### src/tse_pkg.sv
package tse_pkg;

  // Widths of the external fields
  localparam int ACTION_W = 2;
  localparam int VERTEX_W = 5;
  localparam int CFG_W    = 6;

  // Action codes
  localparam logic [ACTION_W-1:0] ACT_ADD   = 2'd0;
  localparam logic [ACTION_W-1:0] ACT_RUN   = 2'd1;
  localparam logic [ACTION_W-1:0] ACT_CLEAR = 2'd2;

  localparam logic [CFG_W-1:0] VCOUNT_RST = 6'd32;

  typedef enum logic [3:0] {
    ST_IDLE,
    ST_DEG_RD,
    ST_DEG_ACC,
    ST_SEED,
    ST_POP,
    ST_POP_WAIT,
    ST_DEC,
    ST_SCAN,
    ST_STATUS
  } state_e;

  typedef struct packed {
    logic add_edge;
    logic clear_all;
    logic run_init;
    logic deg_rd;
    logic deg_acc;
    logic idx_clr;
    logic seed_step;
    logic pop;
    logic emit_vertex;
    logic dec;
    logic scan_start;
    logic scan_step;
    logic emit_status;
  } dp_cmd_t;

  typedef struct packed {
    logic idx_end;
    logic idx_zero;
    logic top_zero;
    logic out_free;
  } dp_status_t;

endpackage

### src/tse_ctrl.sv
module tse_ctrl import tse_pkg::*; (
  input  logic                clk_i,
  input  logic                rst_ni,
  input  logic                in_valid_i,
  input  logic [ACTION_W-1:0] action_i,
  input  dp_status_t          status_i,
  output logic                in_ready_o,
  output dp_cmd_t             cmd_o
);

  state_e state_q, state_d;

  always_ff @(posedge clk_i or negedge rst_ni) begin
    if (!rst_ni) begin
      state_q <= ST_IDLE;
    end else begin
      state_q <= state_d;
    end
  end

  // Next state
  always_comb begin
    state_d = state_q;
    case (state_q)
      ST_IDLE: begin
        if (in_valid_i && action_i == ACT_RUN) state_d = ST_DEG_RD;
      end
      ST_DEG_RD: begin
        state_d = status_i.idx_end ? ST_SEED : ST_DEG_ACC;
      end
      ST_DEG_ACC:  state_d = ST_DEG_RD;
      ST_SEED: begin
        if (status_i.idx_end) state_d = ST_POP;
      end
      ST_POP: begin
        state_d = status_i.top_zero ? ST_STATUS : ST_POP_WAIT;
      end
      ST_POP_WAIT: begin
        if (status_i.out_free) state_d = ST_DEC;
      end
      ST_DEC:      state_d = ST_SCAN;
      ST_SCAN: begin
        if (status_i.idx_zero) state_d = ST_POP;
      end
      ST_STATUS: begin
        if (status_i.out_free) state_d = ST_IDLE;
      end
      default:     state_d = ST_IDLE;
    endcase
  end

  // Outputs
  always_comb begin
    cmd_o      = '0;
    in_ready_o = 1'b0;
    case (state_q)
      ST_IDLE: begin
        in_ready_o        = 1'b1;
        cmd_o.add_edge    = in_valid_i && action_i == ACT_ADD;
        cmd_o.clear_all   = in_valid_i && action_i == ACT_CLEAR;
        cmd_o.run_init    = in_valid_i && action_i == ACT_RUN;
      end
      ST_DEG_RD: begin
        cmd_o.deg_rd      = !status_i.idx_end;
        cmd_o.idx_clr     = status_i.idx_end;
      end
      ST_DEG_ACC:  cmd_o.deg_acc     = 1'b1;
      ST_SEED:     cmd_o.seed_step   = !status_i.idx_end;
      ST_POP:      cmd_o.pop         = !status_i.top_zero;
      ST_POP_WAIT: cmd_o.emit_vertex = status_i.out_free;
      ST_DEC: begin
        cmd_o.dec         = 1'b1;
        cmd_o.scan_start  = 1'b1;
      end
      ST_SCAN:     cmd_o.scan_step   = !status_i.idx_zero;
      ST_STATUS:   cmd_o.emit_status = status_i.out_free;
      default:     cmd_o = '0;
    endcase
  end

  // Status goes out only once the ready stack has drained
  a_status_stack_empty: assert property (@(posedge clk_i) disable iff (!rst_ni)
    state_q == ST_STATUS |-> status_i.top_zero)
    else $error("status reached with vertices left on the stack");

  a_wait_after_pop: assert property (@(posedge clk_i) disable iff (!rst_ni)
    state_q == ST_POP_WAIT |-> ($past(state_q) == ST_POP || $past(state_q) == ST_POP_WAIT))
    else $error("stack read wait entered without a pop");

  a_dec_after_emit: assert property (@(posedge clk_i) disable iff (!rst_ni)
    state_q == ST_DEC |-> $past(state_q) == ST_POP_WAIT)
    else $error("successor update without an emitted vertex");

endmodule

### src/tse_datapath.sv
module tse_datapath import tse_pkg::*; #(
  parameter int MAX_VERTICES = 32
) (
  input  logic                clk_i,
  input  logic                rst_ni,
  input  dp_cmd_t             cmd_i,
  output dp_status_t          status_o,
  input  logic                cfg_we_i,
  input  logic [CFG_W-1:0]    cfg_data_i,
  input  logic [VERTEX_W-1:0] src_i,
  input  logic [VERTEX_W-1:0] dst_i,
  input  logic                out_stall_i,
  output logic                out_valid_o,
  output logic [VERTEX_W-1:0] vertex_o,
  output logic                is_status_o,
  output logic                acyclic_o,
  output logic                last_o
);

  localparam int VW = $clog2(MAX_VERTICES);
  localparam int CW = $clog2(MAX_VERTICES + 1);

  // ---------------- vertex count register ----------------
  logic [CFG_W-1:0] vcount_q;
  logic [CW-1:0]    n_act;

  always_ff @(posedge clk_i or negedge rst_ni) begin
    if (!rst_ni) begin
      vcount_q <= VCOUNT_RST;
    end else if (cfg_we_i) begin
      vcount_q <= cfg_data_i;
    end
  end

  assign n_act = (int'(vcount_q) > MAX_VERTICES) ? CW'(MAX_VERTICES) : CW'(vcount_q);

  // ---------------- counters ----------------
  logic [CW-1:0] idx_q, idx_m1;
  logic [CW-1:0] top_q, top_m1;
  logic [CW-1:0] emitted_q;
  logic [VW-1:0] stk_rd_q;

  assign idx_m1 = idx_q - CW'(1);
  assign top_m1 = top_q - CW'(1);

  // ---------------- adjacency store ----------------
  // Row valid bits let a clear act at once; stale rows read as zero.
  logic [MAX_VERTICES-1:0] adj_mem [MAX_VERTICES];
  logic [MAX_VERTICES-1:0] row_vld_q;
  logic [MAX_VERTICES-1:0] adj_rd_q;
  logic                    adj_rd_vld_q;
  logic [MAX_VERTICES-1:0] row;
  logic [MAX_VERTICES-1:0] dst_bit;
  logic [VW-1:0]           src_idx, dst_idx, adj_raddr;
  logic                    add_ok, adj_re;

  assign src_idx  = VW'(src_i);
  assign dst_idx  = VW'(dst_i);
  assign dst_bit  = MAX_VERTICES'(1) << dst_i;
  assign add_ok   = cmd_i.add_edge && (7'(src_i) < 7'(n_act)) && (7'(dst_i) < 7'(n_act));
  assign adj_re   = cmd_i.deg_rd || cmd_i.emit_vertex;
  assign adj_raddr = cmd_i.emit_vertex ? stk_rd_q : idx_q[VW-1:0];
  assign row      = adj_rd_vld_q ? adj_rd_q : '0;

  always_ff @(posedge clk_i) begin
    if (add_ok) begin
      if (row_vld_q[src_idx]) begin
        adj_mem[src_idx][dst_idx] <= 1'b1;
      end else begin
        adj_mem[src_idx] <= dst_bit;
      end
    end
    if (adj_re) begin
      adj_rd_q     <= adj_mem[adj_raddr];
      adj_rd_vld_q <= row_vld_q[adj_raddr];
    end
  end

  always_ff @(posedge clk_i or negedge rst_ni) begin
    if (!rst_ni) begin
      row_vld_q <= '0;
    end else if (cmd_i.clear_all) begin
      row_vld_q <= '0;
    end else if (add_ok) begin
      row_vld_q[src_idx] <= 1'b1;
    end
  end

  // ---------------- in-degree lanes ----------------
  logic [CW-1:0]           deg_q [MAX_VERTICES];
  logic [MAX_VERTICES-1:0] zero_vec;
  logic [MAX_VERTICES-1:0] newzero_q;

  for (genvar j = 0; j < MAX_VERTICES; j++) begin : g_lane
    assign zero_vec[j] = (deg_q[j] == '0);

    always_ff @(posedge clk_i) begin
      if (cmd_i.run_init) begin
        deg_q[j] <= '0;
      end else if (cmd_i.deg_acc) begin
        deg_q[j] <= deg_q[j] + CW'(row[j]);
      end else if (cmd_i.dec && row[j] && !zero_vec[j]) begin
        deg_q[j] <= deg_q[j] - CW'(1);
      end
      if (cmd_i.dec) begin
        newzero_q[j] <= row[j] && (deg_q[j] == CW'(1));
      end
    end
  end

  // ---------------- ready stack ----------------
  logic [VW-1:0] stk_mem [MAX_VERTICES];
  logic          push_en;
  logic [VW-1:0] push_val;

  always_comb begin
    push_en  = 1'b0;
    push_val = idx_q[VW-1:0];
    if (cmd_i.seed_step) begin
      push_en  = zero_vec[idx_q[VW-1:0]];
    end else if (cmd_i.scan_step) begin
      push_en  = newzero_q[idx_m1[VW-1:0]];
      push_val = idx_m1[VW-1:0];
    end
  end

  always_ff @(posedge clk_i) begin
    if (push_en) stk_mem[top_q[VW-1:0]] <= push_val;
    if (cmd_i.pop) stk_rd_q <= stk_mem[top_m1[VW-1:0]];
  end

  always_ff @(posedge clk_i or negedge rst_ni) begin
    if (!rst_ni) begin
      top_q     <= '0;
      emitted_q <= '0;
      idx_q     <= '0;
    end else begin
      if (cmd_i.run_init) begin
        top_q <= '0;
      end else if (push_en) begin
        top_q <= top_q + CW'(1);
      end else if (cmd_i.pop) begin
        top_q <= top_m1;
      end

      if (cmd_i.run_init) begin
        emitted_q <= '0;
      end else if (cmd_i.emit_vertex) begin
        emitted_q <= emitted_q + CW'(1);
      end

      if (cmd_i.run_init || cmd_i.idx_clr) begin
        idx_q <= '0;
      end else if (cmd_i.deg_acc || cmd_i.seed_step) begin
        idx_q <= idx_q + CW'(1);
      end else if (cmd_i.scan_start) begin
        idx_q <= n_act;
      end else if (cmd_i.scan_step) begin
        idx_q <= idx_m1;
      end
    end
  end

  // ---------------- output register ----------------
  logic                out_valid_q;
  logic [VERTEX_W-1:0] vertex_q;
  logic                is_status_q, acyclic_q, last_q;
  logic                out_free;

  assign out_free = !out_valid_q || !out_stall_i;

  always_ff @(posedge clk_i or negedge rst_ni) begin
    if (!rst_ni) begin
      out_valid_q <= 1'b0;
    end else if (cmd_i.emit_vertex || cmd_i.emit_status) begin
      out_valid_q <= 1'b1;
    end else if (!out_stall_i) begin
      out_valid_q <= 1'b0;
    end
  end

  always_ff @(posedge clk_i) begin
    if (cmd_i.emit_vertex) begin
      vertex_q    <= VERTEX_W'(stk_rd_q);
      is_status_q <= 1'b0;
      acyclic_q   <= 1'b0;
      last_q      <= 1'b0;
    end else if (cmd_i.emit_status) begin
      vertex_q    <= '0;
      is_status_q <= 1'b1;
      acyclic_q   <= (emitted_q >= n_act);
      last_q      <= 1'b1;
    end
  end

  assign out_valid_o = out_valid_q;
  assign vertex_o    = vertex_q;
  assign is_status_o = is_status_q;
  assign acyclic_o   = acyclic_q;
  assign last_o      = last_q;

  assign status_o.idx_end  = (idx_q == n_act);
  assign status_o.idx_zero = (idx_q == '0);
  assign status_o.top_zero = (top_q == '0);
  assign status_o.out_free = out_free;

  a_push_room: assert property (@(posedge clk_i) disable iff (!rst_ni)
    push_en |-> top_q != CW'(MAX_VERTICES))
    else $error("ready stack overflow");

  a_pop_nonempty: assert property (@(posedge clk_i) disable iff (!rst_ni)
    cmd_i.pop |-> top_q != '0)
    else $error("pop from empty ready stack");

  a_scan_range: assert property (@(posedge clk_i) disable iff (!rst_ni)
    cmd_i.scan_step |-> (idx_q != '0 && idx_q <= n_act))
    else $error("successor scan index out of range");

endmodule

### src/topological_sort_engine.sv
// Channel  Dir  Handshake                   Payload
// in       in   in_valid_i / in_stall_o     action_i, src_i, dst_i
// out      out  out_valid_o / out_stall_i   vertex_o, is_status_o, acyclic_o, last_o
// cfg      in   cfg_valid_i / cfg_ready_o   cfg_data_i (vertex_count)
//
// Add-edge and clear transfers are accepted back to back.
// A run with n vertices in use reads and accumulates each adjacency row for
// in-degrees, seeds the stack with one step per vertex, and per popped vertex
// does a stack read, a row read and an n-step successor scan.
// Reset clears the graph (row valid bits), stack pointer, index and emitted count at once.
// Output stalls hold the sequencer; input is stalled for the whole run.
module topological_sort_engine import tse_pkg::*; #(
  parameter int MAX_VERTICES = 32
) (
  input  logic                clk_i,
  input  logic                rst_ni,
  // input items
  input  logic                in_valid_i,
  output logic                in_stall_o,
  input  logic [ACTION_W-1:0] action_i,
  input  logic [VERTEX_W-1:0] src_i,
  input  logic [VERTEX_W-1:0] dst_i,
  // result items
  output logic                out_valid_o,
  input  logic                out_stall_i,
  output logic [VERTEX_W-1:0] vertex_o,
  output logic                is_status_o,
  output logic                acyclic_o,
  output logic                last_o,
  // vertex_count register
  input  logic                cfg_valid_i,
  output logic                cfg_ready_o,
  input  logic [CFG_W-1:0]    cfg_data_i
);

  dp_cmd_t    cmd;
  dp_status_t status;
  logic       in_ready;

  // Register writes always complete; the user, not the block, keeps them to idle.
  assign cfg_ready_o = 1'b1;
  assign in_stall_o  = !in_ready;

  tse_ctrl u_ctrl (
    .clk_i      (clk_i),
    .rst_ni     (rst_ni),
    .in_valid_i (in_valid_i),
    .action_i   (action_i),
    .status_i   (status),
    .in_ready_o (in_ready),
    .cmd_o      (cmd)
  );

  tse_datapath #(
    .MAX_VERTICES (MAX_VERTICES)
  ) u_datapath (
    .clk_i       (clk_i),
    .rst_ni      (rst_ni),
    .cmd_i       (cmd),
    .status_o    (status),
    .cfg_we_i    (cfg_valid_i),
    .cfg_data_i  (cfg_data_i),
    .src_i       (src_i),
    .dst_i       (dst_i),
    .out_stall_i (out_stall_i),
    .out_valid_o (out_valid_o),
    .vertex_o    (vertex_o),
    .is_status_o (is_status_o),
    .acyclic_o   (acyclic_o),
    .last_o      (last_o)
  );

endmodule

### config.mk
export PLATFORM = sky130hd
export DESIGN_NAME = topological_sort_engine
export DESIGN_NICKNAME = d
export VERILOG_FILES = /design/src/tse_pkg.sv /design/src/tse_ctrl.sv /design/src/tse_datapath.sv /design/src/topological_sort_engine.sv
export SDC_FILE = /design/constraint.sdc
export NUM_CORES = 2
export LEC_CHECK = 0
export ABC_AREA = 1
export BUFFER_PORTS_ARGS = -buffer_cell sky130_fd_sc_hd__buf_4
export CORE_AREA = 5 5 423 425
export DETAILED_ROUTE_END_ITERATION = 8
export DIE_AREA = 0 0 428 430
export PLACE_DENSITY = 0.68
export REMOVE_ABC_BUFFERS = 1
export SETUP_SLACK_MARGIN = 0.3
export SYNTH_ARGS = -nofsm -noshare
export SYNTH_HDL_FRONTEND = slang
export SYNTH_SLANG_ARGS = --single-unit
### constraint.sdc
create_clock -name clk_i -period 8.15 [get_ports clk_i]
set_clock_uncertainty 0.15 [all_clocks]
set_input_delay 0.4075 -clock clk_i [delete_from_list [all_inputs] [get_ports clk_i]]
set_output_delay 0.4075 -clock clk_i [all_outputs]
set_load 0.005 [all_outputs]
======== Word level (Yosys, flattened, before mapping) ========
Memory sizes are Yosys's and may differ from the RTL's. A register that Yosys moved wholly into a read port is not among the register bits.
Index checks and enable logic that the tools add are counted.
storage, ports and cells
  word-level logic and storage cells ...... 751
  memories kept ........................... 3
  memory bits (writable) .................. 1,376
  register bits after elaboration ......... 101
  bits of input ports ..................... 23
operators by class
  multiplexer cells ....................... 290
  $add $sub $neg .......................... 69
  reduce and logical (&&, ||, !) cells .... 188
  order comparisons ....................... 11
  equal/unequal tests ..................... 49
  shift-type cells ........................ 1
  bitwise gates (word level) .............. 97
memories
  memory              depth  bits a word  read ports  clocked after memory_dff  wr ports  RTL line             text
  u_datapath.adj_mem  32     32           1           1                         1         tse_datapath.sv:48   logic [MAX_VERTICES-1:0] adj_mem [MAX_VERTICES];
  u_datapath.deg_q    32     6            32          0                         32        tse_datapath.sv:90   logic [CW-1:0] deg_q [MAX_VERTICES];
  u_datapath.stk_mem  32     5            1           1                         1         tse_datapath.sv:112  logic [VW-1:0] stk_mem [MAX_VERTICES];
operators with widths
  kind                                                                           number
  6-bit two-way mux                                                              74
  6-bit logical NOT                                                              34
  6-bit by 1-bit subtractor with 6-bit output (second input constant)            34
  6-bit by 1-bit adder with 6-bit output                                         32
  6-bit by 1-bit equality test with 1-bit output (second input constant)         32
  1-bit two-way mux                                                              192
  32-bit two-way mux                                                             4
  1-bit logical AND                                                              103
  1-bit OR                                                                       96
  1-bit logical NOT                                                              38
  4-bit case mux with 9 select lines                                             1
  32-bit OR                                                                      1
  1-bit by 5-bit << shifter with 32-bit output (first input constant)            1
  5-bit by 6-bit less-than comparator with 1-bit output (second input constant)  5
  5-bit two-way mux                                                              5
  4-bit two-way mux                                                              6
  1-bit binary-select mux with 5-bit select                                      4
  6-bit by 1-bit adder with 6-bit output (second input constant)                 3
  4-bit by 3-bit equality test with 1-bit output (second input constant)         4
  5-bit by 6-bit less-than comparator with 1-bit output                          2
  2-bit by 1-bit inequality test with 1-bit output (second input constant)       6
  1-bit demux with 5-bit select                                                  2
  5-bit by 1-bit >= comparator with 1-bit output (second input constant)         2
  4-bit by 2-bit equality test with 1-bit output (second input constant)         2
  16 further kinds                                                               22

======== Longest topological paths before layout ========
  depth in word-level cells ............... 9
  depth in mapped cells ................... 18

======== Modules after synthesis ========
Synthesis repeated with hierarchy kept, for this count alone.
unflattened totals
  cells, all modules ...................... 7,270
  area, all modules ....................... 73,452.9 sq um
modules (own cells, without submodules)
  module                   area each (sq um)  instances  cells an instance  seq. area each (sq um)
  tse_datapath             73,006.3           1          7,197              45,039.4
  tse_ctrl                 431.7              1          70                 100.1
  topological_sort_engine  15.0               1          3                  0.0

======== Least setup slack after synthesis ========
No wires, ideal clock.
  path type ............................... flip-flop to flip-flop
  start point ............................. register u_datapath.vcount_q[5]
  end point ............................... memory u_datapath.adj_mem[0][4], data pin
  path slack .............................. 4,753 ps
  arrival time ............................ 2,747 ps
  stages on the path, launching flop included .. 13
  cells stage by stage .................... dfstp_2 inv_4 nand2_1 ha_1 o21ai_1 nand2_1 nand3_1 nand2_1 a31oi_2 nand4_4 a21oi_1 buf_2 o21ai_0
between the ends
  longest elaborated chain between the ends .. 8
  elaborated cells on any way between the ends .. 9
  those cells by class .................... order compare: 3; mux: 4; reduce/logical: 2
ends and longest elaborated chain
  what                                                   RTL line            text
  start, declared                                        tse_datapath.sv:24  logic [CFG_W-1:0] vcount_q;
  start signal, assigned                                 tse_datapath.sv:31  vcount_q <= cfg_data_i;
  6-bit greater-than comparator                          tse_datapath.sv:35  assign n_act = (int'(vcount_q) > MAX_VERTICES) ? CW'(MAX_VERTICES) : CW'(vcount_q);
  6-bit two-way mux (*)                                  tse_datapath.sv:35
  5-bit by 6-bit less-than comparator with 1-bit output  tse_datapath.sv:60  assign add_ok = cmd_i.add_edge && (7'(src_i) < 7'(n_act)) && (7'(dst_i) < 7'(n_act));
  1-bit logical AND                                      tse_datapath.sv:60
  1-bit logical AND (*)                                  tse_datapath.sv:60
  1-bit two-way mux (*)                                  tse_datapath.sv:66  if (add_ok) begin
  1-bit two-way mux (not written as such) (*)            tse_datapath.sv:70  adj_mem[src_idx] <= dst_bit;
  1-bit two-way mux (no source line) (*)                 n/a
  end, declared                                          tse_datapath.sv:48
Every way passes the cells marked *; elsewhere a longest branch is shown, timed or not.

======== Worst setup path after layout ========
  start point ............................. register u_ctrl.state_q[3]
  end point ............................... register u_datapath.adj_rd_q[21], read port of u_datapath.adj_mem, data pin
between the ends
  longest elaborated chain between the ends .. 3
  elaborated cells on any way between the ends .. 6
  those cells by class .................... eq/ne: 2; mux: 3; reduce/logical: 1
ends and longest elaborated chain
  what                                                                                                                     RTL line                                text
  start, declared                                                                                                          tse_ctrl.sv:11                          state_e state_q, state_d;
  start signal, assigned                                                                                                   tse_ctrl.sv:17                          state_q <= state_d;
  4-bit by 3-bit equality test with 1-bit output / 4-bit by 1-bit equality test with 1-bit output (equally long branches)  tse_ctrl.sv:56                          case (state_q)
  1-bit two-way mux                                                                                                        tse_ctrl.sv:56
  5-bit two-way mux / 1-bit logical OR (equally long branches)                                                             tse_datapath.sv:62, tse_datapath.sv:61
  end, declared                                                                                                            tse_datapath.sv:50                      logic [MAX_VERTICES-1:0] adj_rd_q;
Several ways; a longest one is shown, not always the timed one.
A chain may end at the register's enable or synchronous reset.

==> flow_metrics.py <==
metrics = {
    "outcome": {
        "status": "complete, no violations",
    },
    "global_route": {
        "grtUsageMet2_pct": 36.94,
        "track_usage_pct": 21.88,
        "grt_pass1_wl_um": 315400,
        "antenna_found_initial": 8,
        "grt.overflow.total": 0,
        "use_met1_pct": 27.73,
        "first_global_vias": 52933,
        "globalRoute.busiestLayer": "met2",
        "grt_max_degree": 207,
        "grt_use_met3_pct": 4.274,
    },
    "cts": {
        "clock_latency_ps": 800,
        "numCtsBuffers": 155,
        "cts_hold_buf": 17,
        "cts.clk_slew.worst_paths_ps": 60,
        "htree_levels": 4,
        "clkSinkCount": 1514,
        "post_cts_buffers": 0,
        "clock_path_buffers": 3,
        "clockRootBuffer": "clkbuf_16",
        "cts_resized": 0,
        "cts_tree": "done",
    },
    "floorplanning": {
        "start_util_pct": 42.55,
        "core_mm2": 0.1750,
        "die-area_mm2": 0.1840,
        "die_w_um": 428,
        "die_h_um": 430,
        "rows": 154,
        "io_pins": 34,
    },
    "synthesis": {
        "synth_edf_count": 1451,
        "synth.distinct_cells": 54,
        "ys_top_cells_by_count": "1451 x edfxtp_1, 1345 x nor2_1, 1179 x nand2_1, 596 x o21ai_0, 398 x inv_1",
        "ys_seq_elements": 1514,
        "synth_top_cell_area_share_pct": 58.53,
        "synth_warnings": 0,
        "netlist_top_cells_area": "edfxtp_1 59%, nor2_1 6.8%, nand2_1 5.9%",
        "ys_dominant_reg_cell": "edfxtp_1",
        "synth_top_area_cell": "edfxtp_1",
        "avgSynthCellArea_um2": 9.942,
        "syn_area_mm2": 0.07445,
        "yosysMostFrequentCell": "edfxtp_1",
        "async_flop_share_pct": 4.029,
        "yosysSeqAreaShare_pct": 60.63,
        "synthCells": 7488,
    },
    "power": {
        "p_sw_w": 0.01138,
        "ir_drop_mv": 0.3642,
        "internal_power_w": 0.01647,
        "pwr-share-comb_pct": 38.5,
        "pwr-share-clk_pct": 25.0,
        "power_density_mw_per_mm2": 341.4,
        "swShare_pct": 40.86,
        "leakagePower_nw": 31.59,
        "pwr-share-seq_pct": 36.5,
    },
    "routing": {
        "num_vias": 55558,
        "via_per_inst": 5.694,
        "drc": 0,
        "wl_um": 209800,
        "dr.pass1.iters": 6,
        "wire_per_inst_um": 21.50,
        "initialDrtViolationCount": 6366,
        "antenna_left": 0,
    },
    "timing": {
        "layout_min_cycle_time_ps": 4601,
        "slew_headroom_pct": 14.88,
        "finalSetupViolCount": 0,
        "fin_tns_setup_ps": 0,
        "hold_viol_final": 0,
        "holdWs_ps": 95.00,
        "post-route-period-util_pct": 56.45,
        "slew_violations": 0,
        "worst_pin_slew_ps": 1277,
        "clock.fmax_ghz": 0.2174,
        "rsz0062_at_grt": "false",
    },
    "worst_setup_path": {
        "r2r-end": "u_datapath.adj_rd_q[21]",
        "critPathArrivalTime_ps": 5030,
        "cp_max_fo": 198,
        "cp-end-kind": "register",
        "path_class": "reg -> reg",
        "worstReg2RegStart": "u_ctrl.state_q[3]",
        "start_kind": "register",
        "critPathRequiredTime_ps": 8580,
        "rr_worst_depth": 14,
        "r2r_slack_ps": 3550,
    },
    "placement": {
        "place.gp.congestion": 0.8784,
        "dp.cells": 9456,
        "io_buffers": 32,
        "dp_hpwl_um": 110100,
    },
    "hold_path": {
        "min_path_type": "in -> reg",
        "worstHoldEndpoint": "u_datapath.emitted_q[1]",
        "hold_path.startpoint": "action_i[1]",
        "hold_depth": 5,
    },
    "job": {
        "maxCapViolations": 0,
    },
    "finish": {
        "drive_gt1_share_pct": 9.915,
        "layout.nets": 7463,
        "area_growth_pct": 9.591,
        "final_cells": 9757,
    },
}
==> power groups by stage <==
stage	Clock [W]	Combinational [W]	Sequential [W]
finish	0.00695	0.0107	0.0102
global route	0.00736	0.0118	0.0102
global placement	0	0.0104	0.0103
detailed placement	0	0.0105	0.0103
floorplan	0	0.00774	0.0101
CTS	0.00702	0.0106	0.0101
==> worst max-delay path by stage <==
stage,end,from,cells past startpoint
3_3_place_gp,u_datapath.adj_rd_q[0],u_ctrl.state_q[3],15
5_1_grt,u_datapath.adj_rd_q[10],u_ctrl.state_q[3],15
4_1_cts,u_datapath.adj_rd_q[30],u_ctrl.state_q[3],14
3_5_place_dp,u_datapath.adj_rd_q[30],u_ctrl.state_q[3],15
2_1_floorplan,u_datapath.adj_rd_q[0],u_ctrl.state_q[3],12
6_report,u_datapath.adj_rd_q[21],u_ctrl.state_q[3],14
==> logic make-up (layout without fill, tap and decap cells) <==
logic type	Yosys count	in the layout	synth area share (%)
AOI/OAI and AO/OA	1365	1365	10.52
xor gates and xnor gates	173	173	2.035
adders and majority gates	150	150	2.521
buffers and inverters	939	864	5.161
DFF	1514	1514	60.63
muxes	22	22	0.3059
other	1	5	0.005037
and+or+nand+nor	3324	3324	18.82
==> state kept, by name, summed over array words and instances, names as in the netlist, 6 cells and up <==
| name | count |
|---|---|
| u_datapath.adj_mem | 1024 |
| u_datapath.deg_q | 192 |
| u_datapath.stk_mem | 160 |
| u_datapath.adj_rd_q | 32 |
| u_datapath.newzero_q | 32 |
| u_datapath.row_vld_q | 32 |
| u_datapath.emitted_q | 6 |
| u_datapath.idx_q | 6 |
| u_datapath.top_q | 6 |
| u_datapath.vcount_q | 6 |
==> cell type report <==
type	instances	area, um^2
flip-flops and latches	1514	45140
inverters	416	1583
clock inverters	84	777.0
multi-input cells	5035	25690
well taps	2340	2928
fillers	16056	93370
repair buffers	168	1366
clock buffers	196	4096
diodes	4	10.01
==> worst max-delay path, cell delays in order, from the launching register on <==
cell	delay, ps
dfrtp_1	370
inv_1	70
nand2_1	150
nor2_4	180
nand2_2	330
o21ai_4	540
buf_12	720
buf_12	550
o21ai_0	160
o21bai_1	220
nand3_1	100
nand3_1	120
nand2_1	120
nand2_1	50
nand2_1	210
==> per-stage QoR <==
| step | util [%] | setup WS [ps] | total power [W] | instance area, um^2 |
|---|---|---|---|---|
| 2_1_floorplan | - | -15610 | 0.01782 | 72170 |
| 3_3_place_gp | 43.75 | 3554 | 0.02064 | 76540 |
| 3_5_place_dp | 43.75 | 3521 | 0.02084 | 76540 |
| 4_1_cts | 46.63 | 3460 | 0.02777 | 81580 |
| 5_1_grt | 46.63 | 3091 | 0.02940 | 81580 |
| 6_report | 46.63 | 3549 | 0.02785 | 81590 |
==> routing by layer <==
layer,part of all wire [%],up-vias
met3,9.2,549
met5,0.013,-
met1,39,27119
met4,4.3,4
met2,48,2531
li1,-,25355
==> placed cells by master, fill, tap and decap left out, types with 75 or more instances in the layout <==
cell	instances
a21oi_1	334
buf_4	146
clkbuf_16	158
edfxtp_1	1451
ha_1	149
inv_1	391
nand2_1	1169
nand3_1	386
nor2_1	1343
nor2_2	194
nor3_1	77
o211ai_1	202
o21ai_0	576
o22ai_1	75
xor2_1	112
(Power assumes the default switching activity.)
